==> config.mk <==
export PLATFORM = sky130hd
export DESIGN_NAME = elf_relocation_stream_decoder
export DESIGN_NICKNAME = d
export VERILOG_FILES = /design/src/sv/elfrel_pkg.sv /design/src/sv/elfrel_relocation_stream_decoder.sv /design/src/sv/elfrel_adder.sv /design/src/sv/elfrel_bitscan.sv
export SDC_FILE = /design/constraint.sdc
export NUM_CORES = 1
export LEC_CHECK = 0
export ABC_AREA = 1
export BUFFER_PORTS_ARGS = -buffer_cell sky130_fd_sc_hd__buf_2
export CORE_ASPECT_RATIO = 0.5
export CORE_MARGIN = 5
export CORE_UTILIZATION = 45
export CTS_CLUSTER_SIZE = 40
export DETAILED_ROUTE_END_ITERATION = 6
export SLEW_MARGIN = 20
export SYNTH_ARGS = -nofsm -noshare
export SYNTH_HDL_FRONTEND = slang
export SYNTH_SLANG_ARGS = --single-unit
==> constraint.sdc <==
create_clock -name clk -period 19.3 [get_ports clk]
set_input_delay 1.93 -clock clk [delete_from_list [all_inputs] [get_ports clk]]
set_output_delay 1.93 -clock clk [all_outputs]
set_load 0.005 [all_outputs]
==> src/sv/elfrel_pkg.sv <==
package elfrel_pkg;

    localparam int BITMAP_SPAN   = 63;
    localparam int IDX_W         = $clog2(BITMAP_SPAN);
    localparam int WORD_W        = 64;
    localparam int TYPE_W        = 32;
    localparam int WORD_SHIFT    = 3;

    localparam logic [TYPE_W-1:0] RELATIVE_TYPE = TYPE_W'(1027);
    localparam logic [WORD_W-1:0] WORD_BYTES    = WORD_W'(8);
    localparam logic [WORD_W-1:0] SPAN_BYTES    = WORD_W'(BITMAP_SPAN * 8);

    localparam logic CMD_RELA = 1'b0;
    localparam logic CMD_RELR = 1'b1;

    localparam logic KIND_STORE = 1'b0;
    localparam logic KIND_ADD   = 1'b1;

    localparam logic CFG_LOAD_OFFSET = 1'b0;
    localparam logic CFG_RELR_ENABLE = 1'b1;

    typedef struct packed {
        logic                   found;
        logic [IDX_W-1:0]       idx;
        logic                   rest_empty;
        logic [BITMAP_SPAN-1:0] rest;
    } scan_t;

endpackage

==> src/sv/elfrel_relocation_stream_decoder.sv <==
// Relocation stream decoder.
// Input channel s_*: one relocation entry per item. s_tuser carries the
// command (0 RELA, 1 RELR); s_tdata carries entry_word, reloc_type, addend.
// Output channel m_*: one patch request per item. m_tuser is patch_kind,
// m_tlast marks the final patch of an entry, m_tdata carries address/value.
// Configuration: cfg_we with cfg_index 0 writes load_offset, 1 relr_enable.
// Sequencing: s_tready is high only while the sequencer is idle. An entry
// first passes the decode state, then:
//   RELA relative type: one patch; other types: none.
//   RELR entry while RELR is off or load_offset is 0: none.
//   RELR address entry: one patch, then a running-address step.
//   RELR bitmap entry: one patch per set bit, one a cycle while not stalled,
//   then a running-address step. All sums use the one shared 64-bit adder.
// When the receiver stalls, the output register holds its item and the
// sequencer waits before issuing the next patch; a finished result may wait
// in the output register while the next entry is taken.
// Reset clears the running address, sets load_offset to 0, relr_enable to 1
// and empties the output register.
module elf_relocation_stream_decoder (
    input  logic                                clk,
    input  logic                                rst_n,
    input  logic                                s_tvalid,
    output logic                                s_tready,
    input  logic [159:0]                        s_tdata,  // entry_word, reloc_type, addend
    input  logic [0:0]                          s_tuser,  // command
    output logic                                m_tvalid,
    input  logic                                m_tready,
    output logic [127:0]                        m_tdata,  // patch_address, patch_value
    output logic [0:0]                          m_tuser,  // patch_kind
    output logic                                m_tlast,  // last_of_run
    input  logic                                cfg_we,
    input  logic [0:0]                          cfg_index,
    input  logic [elfrel_pkg::WORD_W-1:0]       cfg_data
);

    typedef enum logic [2:0] {
        S_IDLE,
        S_DECODE,
        S_RELA_ADDR,
        S_RELA_EMIT,
        S_ADDR_EMIT,
        S_ADDR_STEP,
        S_BMAP,
        S_BMAP_STEP
    } state_t;

    state_t                              state_reg;
    logic [elfrel_pkg::WORD_W-1:0]       load_offset_reg;
    logic                                relr_enable_reg;
    logic [elfrel_pkg::WORD_W-1:0]       run_reg;
    logic                                cmd_reg;
    logic [elfrel_pkg::WORD_W-1:0]       word_reg;
    logic [elfrel_pkg::TYPE_W-1:0]       type_reg;
    logic [elfrel_pkg::WORD_W-1:0]       addend_reg;
    logic [elfrel_pkg::WORD_W-1:0]       addr_reg;
    logic [elfrel_pkg::BITMAP_SPAN-1:0]  mask_reg;

    logic                                out_valid_reg;
    logic [elfrel_pkg::WORD_W-1:0]       out_addr_reg;
    logic [elfrel_pkg::WORD_W-1:0]       out_value_reg;
    logic                                out_kind_reg;
    logic                                out_last_reg;

    logic [elfrel_pkg::WORD_W-1:0]       add_a;
    logic [elfrel_pkg::WORD_W-1:0]       add_b;
    logic [elfrel_pkg::WORD_W-1:0]       add_sum;
    elfrel_pkg::scan_t                   scan;
    logic                                out_free;
    logic                                emit;

    elfrel_adder u_adder (
        .a   (add_a),
        .b   (add_b),
        .sum (add_sum)
    );

    elfrel_bitscan u_bitscan (
        .mask (mask_reg),
        .scan (scan)
    );

    assign s_tready = (state_reg == S_IDLE);
    assign m_tvalid = out_valid_reg;
    assign m_tdata  = {out_value_reg, out_addr_reg};
    assign m_tuser  = out_kind_reg;
    assign m_tlast  = out_last_reg;
    assign out_free = !out_valid_reg || m_tready;

    always_comb
    begin
        add_a = word_reg;
        add_b = load_offset_reg;
        case (state_reg)
            S_RELA_EMIT:
            begin
                add_a = addend_reg;
                add_b = load_offset_reg;
            end
            S_ADDR_STEP:
            begin
                add_a = run_reg;
                add_b = elfrel_pkg::WORD_BYTES;
            end
            S_BMAP:
            begin
                add_a = run_reg;
                add_b = {{(elfrel_pkg::WORD_W - elfrel_pkg::IDX_W
                           - elfrel_pkg::WORD_SHIFT){1'b0}},
                         scan.idx, {elfrel_pkg::WORD_SHIFT{1'b0}}};
            end
            S_BMAP_STEP:
            begin
                add_a = run_reg;
                add_b = elfrel_pkg::SPAN_BYTES;
            end
            default:
            begin
                add_a = word_reg;
                add_b = load_offset_reg;
            end
        endcase
    end

    always_comb
    begin
        case (state_reg)
            S_RELA_EMIT: emit = out_free;
            S_ADDR_EMIT: emit = out_free;
            S_BMAP:      emit = out_free && scan.found;
            default:     emit = 1'b0;
        endcase
    end

    always_ff @(posedge clk or negedge rst_n)
    begin
        if (!rst_n)
        begin
            load_offset_reg <= '0;
            relr_enable_reg <= 1'b1;
        end
        else if (cfg_we)
        begin
            case (cfg_index)
                elfrel_pkg::CFG_LOAD_OFFSET: load_offset_reg <= cfg_data;
                elfrel_pkg::CFG_RELR_ENABLE: relr_enable_reg <= cfg_data[0];
                default: ;
            endcase
        end
    end

    always_ff @(posedge clk)
    begin
        if (state_reg == S_IDLE && s_tvalid)
        begin
            cmd_reg    <= s_tuser[0];
            word_reg   <= s_tdata[63:0];
            type_reg   <= s_tdata[95:64];
            addend_reg <= s_tdata[159:96];
        end
        if (state_reg == S_DECODE)
        begin
            mask_reg <= word_reg[elfrel_pkg::BITMAP_SPAN:1];
        end
        else if (state_reg == S_BMAP && emit)
        begin
            mask_reg <= scan.rest;
        end
        if (state_reg == S_RELA_ADDR)
        begin
            addr_reg <= add_sum;
        end
    end

    always_ff @(posedge clk or negedge rst_n)
    begin
        if (!rst_n)
        begin
            state_reg     <= S_IDLE;
            run_reg       <= '0;
            out_valid_reg <= 1'b0;
            out_addr_reg  <= '0;
            out_value_reg <= '0;
            out_kind_reg  <= elfrel_pkg::KIND_STORE;
            out_last_reg  <= 1'b0;
        end
        else
        begin
            if (emit)
            begin
                out_valid_reg <= 1'b1;
            end
            else if (m_tready)
            begin
                out_valid_reg <= 1'b0;
            end

            if (emit)
            begin
                case (state_reg)
                    S_RELA_EMIT:
                    begin
                        out_addr_reg  <= addr_reg;
                        out_value_reg <= add_sum;
                        out_kind_reg  <= elfrel_pkg::KIND_STORE;
                        out_last_reg  <= 1'b1;
                    end
                    S_ADDR_EMIT:
                    begin
                        out_addr_reg  <= add_sum;
                        out_value_reg <= load_offset_reg;
                        out_kind_reg  <= elfrel_pkg::KIND_ADD;
                        out_last_reg  <= 1'b1;
                    end
                    default:
                    begin
                        out_addr_reg  <= add_sum;
                        out_value_reg <= load_offset_reg;
                        out_kind_reg  <= elfrel_pkg::KIND_ADD;
                        out_last_reg  <= scan.rest_empty;
                    end
                endcase
            end

            case (state_reg)
                S_IDLE:
                begin
                    if (s_tvalid)
                    begin
                        state_reg <= S_DECODE;
                    end
                end
                S_DECODE:
                begin
                    if (cmd_reg == elfrel_pkg::CMD_RELA)
                    begin
                        state_reg <= (type_reg == elfrel_pkg::RELATIVE_TYPE)
                                     ? S_RELA_ADDR : S_IDLE;
                    end
                    else if (relr_enable_reg && load_offset_reg != '0)
                    begin
                        state_reg <= word_reg[0] ? S_BMAP : S_ADDR_EMIT;
                    end
                    else
                    begin
                        state_reg <= S_IDLE;
                    end
                end
                S_RELA_ADDR:
                begin
                    state_reg <= S_RELA_EMIT;
                end
                S_RELA_EMIT:
                begin
                    if (emit)
                    begin
                        state_reg <= S_IDLE;
                    end
                end
                S_ADDR_EMIT:
                begin
                    if (emit)
                    begin
                        run_reg   <= add_sum;
                        state_reg <= S_ADDR_STEP;
                    end
                end
                S_ADDR_STEP:
                begin
                    run_reg   <= add_sum;
                    state_reg <= S_IDLE;
                end
                S_BMAP:
                begin
                    if (!scan.found)
                    begin
                        state_reg <= S_BMAP_STEP;
                    end
                    else if (emit && scan.rest_empty)
                    begin
                        state_reg <= S_BMAP_STEP;
                    end
                end
                S_BMAP_STEP:
                begin
                    run_reg   <= add_sum;
                    state_reg <= S_IDLE;
                end
                default:
                begin
                    state_reg <= S_IDLE;
                end
            endcase
        end
    end

`ifndef SYNTHESIS
    a_bmap_one_bit: assert property (@(posedge clk) disable iff (!rst_n)
        (state_reg == S_BMAP && emit) |=>
        ($countones(mask_reg) == $countones($past(mask_reg)) - 1))
        else $error("bitmap patch did not retire exactly one bit");

    a_bmap_step_empty: assert property (@(posedge clk) disable iff (!rst_n)
        (state_reg == S_BMAP_STEP) |-> (mask_reg == '0))
        else $error("running address advanced with bitmap bits pending");

    a_last_ends_run: assert property (@(posedge clk) disable iff (!rst_n)
        (emit && ((state_reg != S_BMAP) || scan.rest_empty)) |=>
        (state_reg == S_IDLE || state_reg == S_ADDR_STEP || state_reg == S_BMAP_STEP))
        else $error("sequencer kept issuing after the final patch");

    a_emit_has_room: assert property (@(posedge clk) disable iff (!rst_n)
        (out_valid_reg && !m_tready) |-> !emit)
        else $error("patch issued into an occupied output register");
`endif

endmodule

==> src/sv/elfrel_adder.sv <==
module elfrel_adder (
    input  logic [elfrel_pkg::WORD_W-1:0] a,
    input  logic [elfrel_pkg::WORD_W-1:0] b,
    output logic [elfrel_pkg::WORD_W-1:0] sum
);

    assign sum = a + b;

endmodule

==> src/sv/elfrel_bitscan.sv <==
module elfrel_bitscan (
    input  logic [elfrel_pkg::BITMAP_SPAN-1:0] mask,
    output elfrel_pkg::scan_t                  scan
);

    logic [elfrel_pkg::BITMAP_SPAN-1:0] rest;

    // clear lowest set bit
    assign rest = mask & (mask - elfrel_pkg::BITMAP_SPAN'(1));

    always_comb
    begin
        scan.idx = '0;
        for (int k = elfrel_pkg::BITMAP_SPAN - 1; k >= 0; k--)
        begin
            if (mask[k])
            begin
                scan.idx = elfrel_pkg::IDX_W'(k);
            end
        end
        scan.found      = (mask != '0);
        scan.rest       = rest;
        scan.rest_empty = (rest == '0);
    end

endmodule
After elaboration in Yosys (flattened, before gate mapping)
Index checks and enable logic that the tools add are counted.
Widths: inputs -> output; s select.

operators by class
  add/sub/neg operators = 2
  equal/unequal tests = 12
  muxes and demuxes = 86
  bitwise operators = 2
  reduce and logical (&&, ||, !) cells = 21

operators with widths
  cell                   number
  $mux 6                 63
  $pmux 64 s2            2
  $mux 64                3
  $pmux 64 s3            1
  $mux 63                2
  $add 64x64->64         1
  $reduce_bool 64->1     1
  $and 63x63->63         1
  $logic_not 63->1       1
  $reduce_bool 63->1     1
  $sub 63x1->63 const B  1
  $eq 32x11->1 const B   1
  $mux 3                 7
  $pmux 3 s7             1
  $eq 3x3->1 const B     4
  $eq 3x2->1 const B     2
  $ne 2x2->1 const B     3
  $reduce_and 2->1       3
  $reduce_bool 2->1      3
  $logic_and 1x1->1      5
  $mux 1                 4
  $mux 2                 2
  $reduce_and 4->1       1
  $reduce_or 2->1        2
  other kinds (8)        8

word-level totals
  register bits after elaboration = 551
  input bits = 231
  output and inout port bits = 132
  logic and storage cells = 138

Logic depth before layout (Yosys ltp)
Gate-level depths: netlist (run 1).

  word-level depth = 67
  gate-level depth with buffers = 96
  depth with buffers taken out = 96

Cells and area by module
From an unflattened synthesis (run 1), not the netlist that was laid out.

second synthesis, totals
  cells, all modules = 3813
  area total of the unflattened synthesis = 30083.9 µm²

by module, submodules not included
  module                         instances  cells each  area each (µm²)  seq. area each (µm²)
  elf_relocation_stream_decoder  1          2103        22078.7          15230.9
  elfrel_adder                   1          1291        6028.3           0.0
  elfrel_bitscan                 1          419         1976.9           0.0

Worst setup path after synthesis (run 1)
OpenSTA, ideal clock, no wires.

  kind = input port to flip-flop
  start point = in s_tvalid
  end point = reg addend_reg[0] (netlist name), enable pin
  setup time = 0.879 ns
  arrival = 12.757 ns
  path slack = 5.664 ns
  stages = 2
  path buffers = 0
  cells stage by stage = inv_1 nor3_1

on the way
  cells in the longest elaborated chain, start to end = 1

RTL lines
  element               RTL line                                 RTL
  start, declared       elfrel_relocation_stream_decoder.sv:22   input logic s_tvalid,
  $logic_and 1x1->1     elfrel_relocation_stream_decoder.sv:153  if (state_reg == S_IDLE && s_tvalid)
  end signal, assigned  elfrel_relocation_stream_decoder.sv:158  addend_reg <= s_tdata[159:96];
  end, declared         elfrel_relocation_stream_decoder.sv:54   logic [elfrel_pkg::WORD_W-1:0] addend_reg;

No other way between the ends.
A chain may end at the register's enable or synchronous reset.

Worst setup path after layout (run 1)
  start point = reg mask_reg[60] (netlist name)
  end point = reg out_value_reg[62] (netlist name)

on the way
  cells in the longest elaborated chain, start to end = 64
  elaborated cells on any way between the ends = 67
  those cells by class = add/sub (1); mux (64); reduce/logical (2)

RTL lines
  element                 RTL line                                 RTL
  start, declared         elfrel_relocation_stream_decoder.sv:56   logic [elfrel_pkg::BITMAP_SPAN-1:0] mask_reg;
  start signal, assigned  elfrel_relocation_stream_decoder.sv:162  mask_reg <= word_reg[elfrel_pkg::BITMAP_SPAN:1];
  start signal, assigned  elfrel_relocation_stream_decoder.sv:166  mask_reg <= scan.rest;
  $mux 6 (61 in series)   elfrel_bitscan.sv:16                     if (mask[k])
  $pmux 64 s3             elfrel_relocation_stream_decoder.sv:93   case (state_reg)
  $add 64x64->64          elfrel_adder.sv:7                        assign sum = a + b;
  via add_sum, one bit    elfrel_relocation_stream_decoder.sv:66   logic [elfrel_pkg::WORD_W-1:0] add_sum;
  $mux 64                 elfrel_relocation_stream_decoder.sv:199  case (state_reg)
  end signal, assigned    elfrel_relocation_stream_decoder.sv:203  out_value_reg <= add_sum;
  end signal, assigned    elfrel_relocation_stream_decoder.sv:210  out_value_reg <= load_offset_reg;
  end signal, assigned    elfrel_relocation_stream_decoder.sv:217  out_value_reg <= load_offset_reg;
  end, declared           elfrel_relocation_stream_decoder.sv:60   logic [elfrel_pkg::WORD_W-1:0] out_value_reg;

The timed path passes the listed nets, and every way through them passes these cells.

==> results.ini, run 1 <==
[floorplan]
die_area_sq_mm = 0.06333
start_util_pct = 45.50
rows = 62
io_pins = 363
die_y_um = 180.5
core_area_sq_mm = 0.05748
fp.dieW_um = 350.9

[cts]
cts_buffer_depth = 3
cts_max_level = 2
cts_buffers = 49
clk_pin_slew_ps = 70
post_cts_resized = 0
cts_tree = yes
cts-root-buf = clkbuf_16
clk_latency_ps = 600
clkSinkCount = 551
holdBufCountCts = 0
cts_setup_buffers = 0

[sta]
finalCritPeriodShare_pct = 42.48
worstMarginPinSlew_ps = 1107
fmaxAchievable_mhz = 122.0
finClkSkew_ps = 24.56
finalSetupTns_ps = 0
period_minus_slack_ps = 8199
hold_viol = 0
setup_violations = 0
slew_violations = 0
rsz0062_at_grt = false
layout_setup_ws_ps = 11100
max_slew_margin_pct = 26.23

[grt]
grt_pass1_vias = 20420
antenna_found_initial = 1
gr-total-overflow = 0
grt.total_usage_pct = 24.44
grt_start_max_net_pins = 164
grt_pass1_wl_um = 120200

[routing]
wire_per_inst_um = 20.25
drtIter0Drc = 1740
drtAntennaViolNets = 0
wl_um = 78920
vias_per_cell = 5.351
route.detailed.drc = 0
vias = 20850
drt-pass1-iter-count = 5

[worst_setup_path]
timing.reg2reg.setup_slack_ps = 11100
critPathMaxStageDelay_ps = 400
crit_path_end_kind = register
critical_path_class = register to register
arrival_ps = 8630
start_kind = register
required_ps = 19730
critical_path.slowest_cell = edfxtp_1
critPathMostFrequentCell = nand2_1
crit_fanout = 4

[place]
dp_slack_ps = 11190
portBuffers = 362
place_hpwl_um = 56210
gp_congestion = 0.9348

[cells_and_area]
fillers = 5361
drive_gt1_share_pct = 17.01
area_delta_synth_final_pct = 16.35
final_net_count = 3383
multi_input_area_sq_mm = 0.009363
seqCellArea_sq_mm = 0.01523

[flow_run]
cap_viol_max_count = 0

[synth]
synth_seq_cells = 551
async_flop_share_pct = 47.73
ys_seq_area_share_pct = 58.24
synth-main-ff-cell = edfxtp_1
synth_edf_count = 288
synth.distinct_cells = 53
syn-instance-count = 2765
synth_fp_nets = 3060
yosysWarningCount = 0
synth.avg_cell_area_sq_um = 9.459
synth_area_sq_mm = 0.02615

[power_and_ir_drop]
peakVddDrop_uv = 90.38
cellPowerDensity_mw_per_mm2 = 203.9
leakagePower_nw = 13.31
finalPower_mw = 6.205

[hold_path]
hold_class = register to register

[status]
status = complete, no violations

-- logic make-up (layout without fill, tap and decap cells) --
| logic type | Yosys count | after routing | share of synthesized area, % |
|---|---|---|---|
| AOI/OAI and AO/OA | 595 | 595 | 14.04 |
| xor gates and xnor gates | 64 | 64 | 2.201 |
| adders and majority gates | 64 | 64 | 3.090 |
| buffers and inverters | 434 | 797 | 6.229 |
| DFF | 551 | 551 | 58.24 |
| muxes | 1 | 1 | 0.04305 |
| other | 0 | 1 | 0 |
| and+or+nand+nor | 1056 | 1056 | 16.17 |
-- cells in the mapped netlist (all sizes together), types with 3 or more instances --
library cell  count  area share (%)
nor3             14            0.27
nand4            37            0.89
xnor2            31             1.0
ha               63             3.0
a21o              3           0.086
buf              17            0.24
edfxtp          288              33
nand3            60             1.2
a22oi             3           0.086
nor4             17            0.41
a21oi           198             3.9
o21bai            6            0.27
nor2            310             4.4
a31oi            60             1.4
o21a              4            0.11
dfrtp           262              25
inv             319             4.6
nand2           614             8.9
o22ai            55             1.3
o221ai           38             1.3
a21boi            5            0.19
o31ai             9            0.38
xor2             33             1.2
clkbuf           98             1.4
o211ai           48             1.4
o21ai           157             3.2
-- through the flow --
| step | hold WS, ps | util (%) | instances | instance area (sq um) |
|---|---|---|---|---|
| CTS | 473.9 | 52.93 | 3896 | 30420 |
| global route | 492.4 | 52.93 | 3896 | 30430 |
| floorplan | 436.6 | - | 2765 | 26150 |
| finish | 469.3 | 52.94 | 3897 | 30430 |
| detailed placement | 456.5 | 50.06 | 3805 | 28780 |
| global placement | 443.5 | 50.06 | 3805 | 28780 |
-- area by class of cell --
class | instances | area share, %
Clock inverter | 26 | 0.9539
Sequential cell | 551 | 50.05
Multi-Input combinational cell | 1780 | 30.77
Tap cell | 768 | 3.158
Inverter | 319 | 3.943
Timing Repair Buffer | 387 | 6.657
Clock buffer | 65 | 4.461
Antenna cell | 1 | 0.008223
-- power breakdown --
group	switching, mW	leakage, nW	total [mW]	internal [mW]
clock	0.454	0.812	1.03	0.576
combinational	2.09	6.74	3.11	1.02
sequential	0.236	5.75	2.06	1.83
total	2.78	13.3	6.21	3.42
-- layout by cell type (no fill, tap or decap), drive strengths merged, types with 48 or more instances in the layout --
| cell type | synthesis | final |
|---|---|---|
| nand2 | 614 | 614 |
| buf | 17 | 387 |
| inv | 319 | 317 |
| nor2 | 310 | 310 |
| edfxtp | 288 | 288 |
| dfrtp | 262 | 262 |
| a21oi | 198 | 198 |
| o21ai | 157 | 157 |
| clkbuf | 98 | 65 |
| ha | 63 | 63 |
| a31oi | 60 | 60 |
| nand3 | 60 | 60 |
| o22ai | 55 | 55 |
| o211ai | 48 | 48 |
-- path summary, 6_finish.rpt --
check,from,endpoint,depth (start not counted)
worst max-delay path,mask_reg[60]$_DFFE_PP_,out_value_reg[62]$_DFFE_PN0P_,91
worst min-delay path,addr_reg[40]$_DFFE_PN_,out_addr_reg[40]$_DFFE_PN0P_,2
worst max register to register,mask_reg[60]$_DFFE_PP_,out_value_reg[62]$_DFFE_PN0P_,91
worst min register to register,addr_reg[40]$_DFFE_PN_,out_addr_reg[40]$_DFFE_PN0P_,2
max in group asynchronous,rst_n,out_value_reg[1]$_DFFE_PN0P_,2
min in group asynchronous,rst_n,out_addr_reg[19]$_DFFE_PN0P_,1
-- critical path, delay by kind of cell (launching register included) --
kind            cells  cell delay [ps]
fa+ha+maj           1              300
buf+inv             4              300
simple gates       61             3150
flops               1              400
xor+xnor            1              150
compound gates     24             3730
-- layer usage --
layer,share of wire (%),vias to the layer above,global-route usage (%),wire length (um)
met5,0,-,0,0
met4,3.6,0,8.174,2854
met3,5.9,134,4.175,4627
met2,47,608,39.79,37200
met1,43,10070,33.45,34240
li1,-,10040,-,-
Note: power is estimated with default switching activity, not from simulation.
==> run 2: changes to the inputs <==
Clock period 19.3 ns to 7.85 ns, I/O delays scaled along.
==> results.ini, run 2 (synthesis gave the netlist of run 1 again) <==
[worst_setup_path]
crit_path_end_kind = register
critPathMostFrequentCell = nand2_1
worstRegToRegCells = 91  ; unchanged
crit_fanout = 4  ; unchanged
cp_num_buf_inv = 4  ; unchanged
required_ps = 8290  ; -11440 ps
start_kind = register
critPathTopFamily = compound AO/OA/AOI/OAI gates
critical_path_class = register to register
arrival_ps = 8330  ; -300 ps
critPathMaxStageDelay_ps = 390  ; about the same
cp.depth = 91  ; unchanged
critical_path.slowest_cell = edfxtp_1

[cts]
cts_max_level = 2  ; unchanged
clkSinkCount = 551  ; unchanged
clk_pin_slew_ps = 70  ; about the same
cts_buffer_depth = 3  ; unchanged
cts_buffers = 50  ; +2.0%
clk_latency_ps = 610  ; about the same
cts-root-buf = clkbuf_16
cts_tree = yes

[routing]
drtIter0Drc = 1708  ; -1.8%
route.detailed.drc = 0  ; unchanged
drt-pass1-iter-count = 5  ; unchanged
wire_per_inst_um = 20.50  ; +1.2%
vias = 21270  ; +2.0%
vias_per_cell = 5.380  ; +0.55%
drtAntennaViolNets = 0  ; unchanged
wl_um = 81050  ; +2.7%

[place]
place_hpwl_um = 57370  ; +2.1%
gp_congestion = 0.9481  ; +1.4%
placed_area_sq_mm = 0.02895  ; +0.61%
portBuffers = 362  ; unchanged

[sta]
setup_violations = 3  ; +3
finalCritPeriodShare_pct = 100.5  ; +58 points
whs_ps = 160.6  ; -308.7 ps
finalSetupTns_ps = -44.82  ; -44.82 ps
rsz0062_at_grt = true
worstMarginPinSlew_ps = 1148  ; +41.70 ps
slew_violations = 0  ; unchanged
hold_viol = 0  ; unchanged
layout_setup_ws_ps = -37.61  ; -11140 ps
max_slew_margin_pct = 23.45  ; -2.8 points
fmaxAchievable_mhz = 126.8  ; +3.9%
finClkSkew_ps = 21.89  ; -2.677 ps
period_minus_slack_ps = 7888  ; -310.9 ps

[cells_and_area]
fillers = 5282  ; -1.5%
final_common_cell = nand2_1
antenna_cells = 0  ; -1
area_delta_synth_final_pct = 20.17
drive_gt1_share_pct = 20.31  ; +3.3 points
post-route-util_pct = 54.68  ; +1.7 points
final_cell_area_sq_mm = 0.03143  ; +3.3%
final_cell_mix = nand2_1, buf_2, nor2_1
final_net_count = 3439  ; +1.7%

[floorplan]
fp.dieW_um = 350.9  ; unchanged
io_pins = 363  ; unchanged
rows = 62  ; unchanged
die_y_um = 180.5  ; unchanged
die_area_sq_mm = 0.06333  ; unchanged
core_area_sq_mm = 0.05748  ; unchanged
start_util_pct = 45.50  ; unchanged

[power_and_ir_drop]
cellPowerDensity_mw_per_mm2 = 529.1  ; +160%
leakagePower_nw = 13.73  ; +3.2%
peakVddDrop_uv = 292.7  ; +220%

[grt]
grt.total_usage_pct = 24.63  ; +0.19 points
grt_pass1_wl_um = 121700  ; +1.3%
grt_pass1_vias = 20630  ; +1.0%
gr-total-overflow = 0  ; unchanged
antenna_found_initial = 0  ; -1
grt_start_max_net_pins = 162  ; -1.2%

[flow_run]
cap_viol_max_count = 0  ; unchanged

[hold_path]
hold_class = input port to async pin

[status]
status = complete, but fails checks
violations = setup timing

## run 2: cell count changes in the layout (fill, tap and decap cells not counted), sizes merged
cell and delta:
diode -1, buf +55, clkbuf -2, inv +1, clkinvlp +3
## run 2: final cells by class
class | count | area (sq um) | share of cell area [%]
multi-input cells | 1780 | 9874 | 31.42
clock buffers | 63 | 1361 | 4.331
well taps | 768 | 960.9 | 3.057
repair buffers | 442 | 2466 | 7.847
clock inverters | 30 | 331.6 | 1.055
inverters | 319 | 1204 | 3.830
flip-flops and latches | 551 | 15230 | 48.46
## run 2: power breakdown
| group | switching, mW | internal, mW |
|---|---|---|
| clock network | 1.14 | 1.44 |
| logic | 5.67 | 3.31 |
| registers | 0.581 | 4.49 |
## run 2: worst paths after layout
| path | start | to | slack (ps) |
|---|---|---|---|
| setup / recovery | mask_reg[60]$_DFFE_PP_ | out_value_reg[62]$_DFFE_PN0P_ | -40 |
| hold / removal | rst_n | out_value_reg[19]$_DFFE_PN0P_ | 160 |
| setup reg to reg | mask_reg[60]$_DFFE_PP_ | out_value_reg[62]$_DFFE_PN0P_ | -40 |
| hold reg to reg | addr_reg[41]$_DFFE_PN_ | out_addr_reg[41]$_DFFE_PN0P_ | 470 |
| max in group asynchronous | rst_n | out_addr_reg[19]$_DFFE_PN0P_ | 6350 |
| min in group clk | s_tdata[157] | addend_reg[61]$_DFFE_PP_ | 350 |
## run 2: worst register-to-register path, delay by kind of cell (launching register included)
family          cells  cell delay (ps)
compound gates     24             3460
xor+xnor            1              190
buf+inv             4              340
flops               1              390
simple gates       61             3120
fa+ha+maj           1              250
## run 2: per-layer routing
layer	wire [um]	vias to the layer above	track usage [%]
met2	39040	572	40.44
met4	2182	0	6.763
met1	35250	10420	33.94
met3	4585	112	4.340
li1	-	10160	-
met5	0	-	0
## run 2: metrics by stage
stage | worst slack (ps) | total power [mW] | std cells
6_report | -37.61 | 16.63 | 3953
5_1_grt | -844.9 | 17.80 | 3953
4_1_cts | 67.47 | 15.60 | 3919
3_5_place_dp | 12.04 | 12.95 | 3826
3_3_place_gp | 101.5 | 12.82 | 3826
2_1_floorplan | 174.4 | 10.35 | 2765
## run 2: repair_timing
action / in CTS / in global routing
buffers inserted: 0 / 36
hold buffers: 0 / 0
endpoints found under the hold margin: 0 / 0
endpoints found under the setup margin: 3 / 103
pin swaps: 0 / 34
resized for setup: 2 / 103
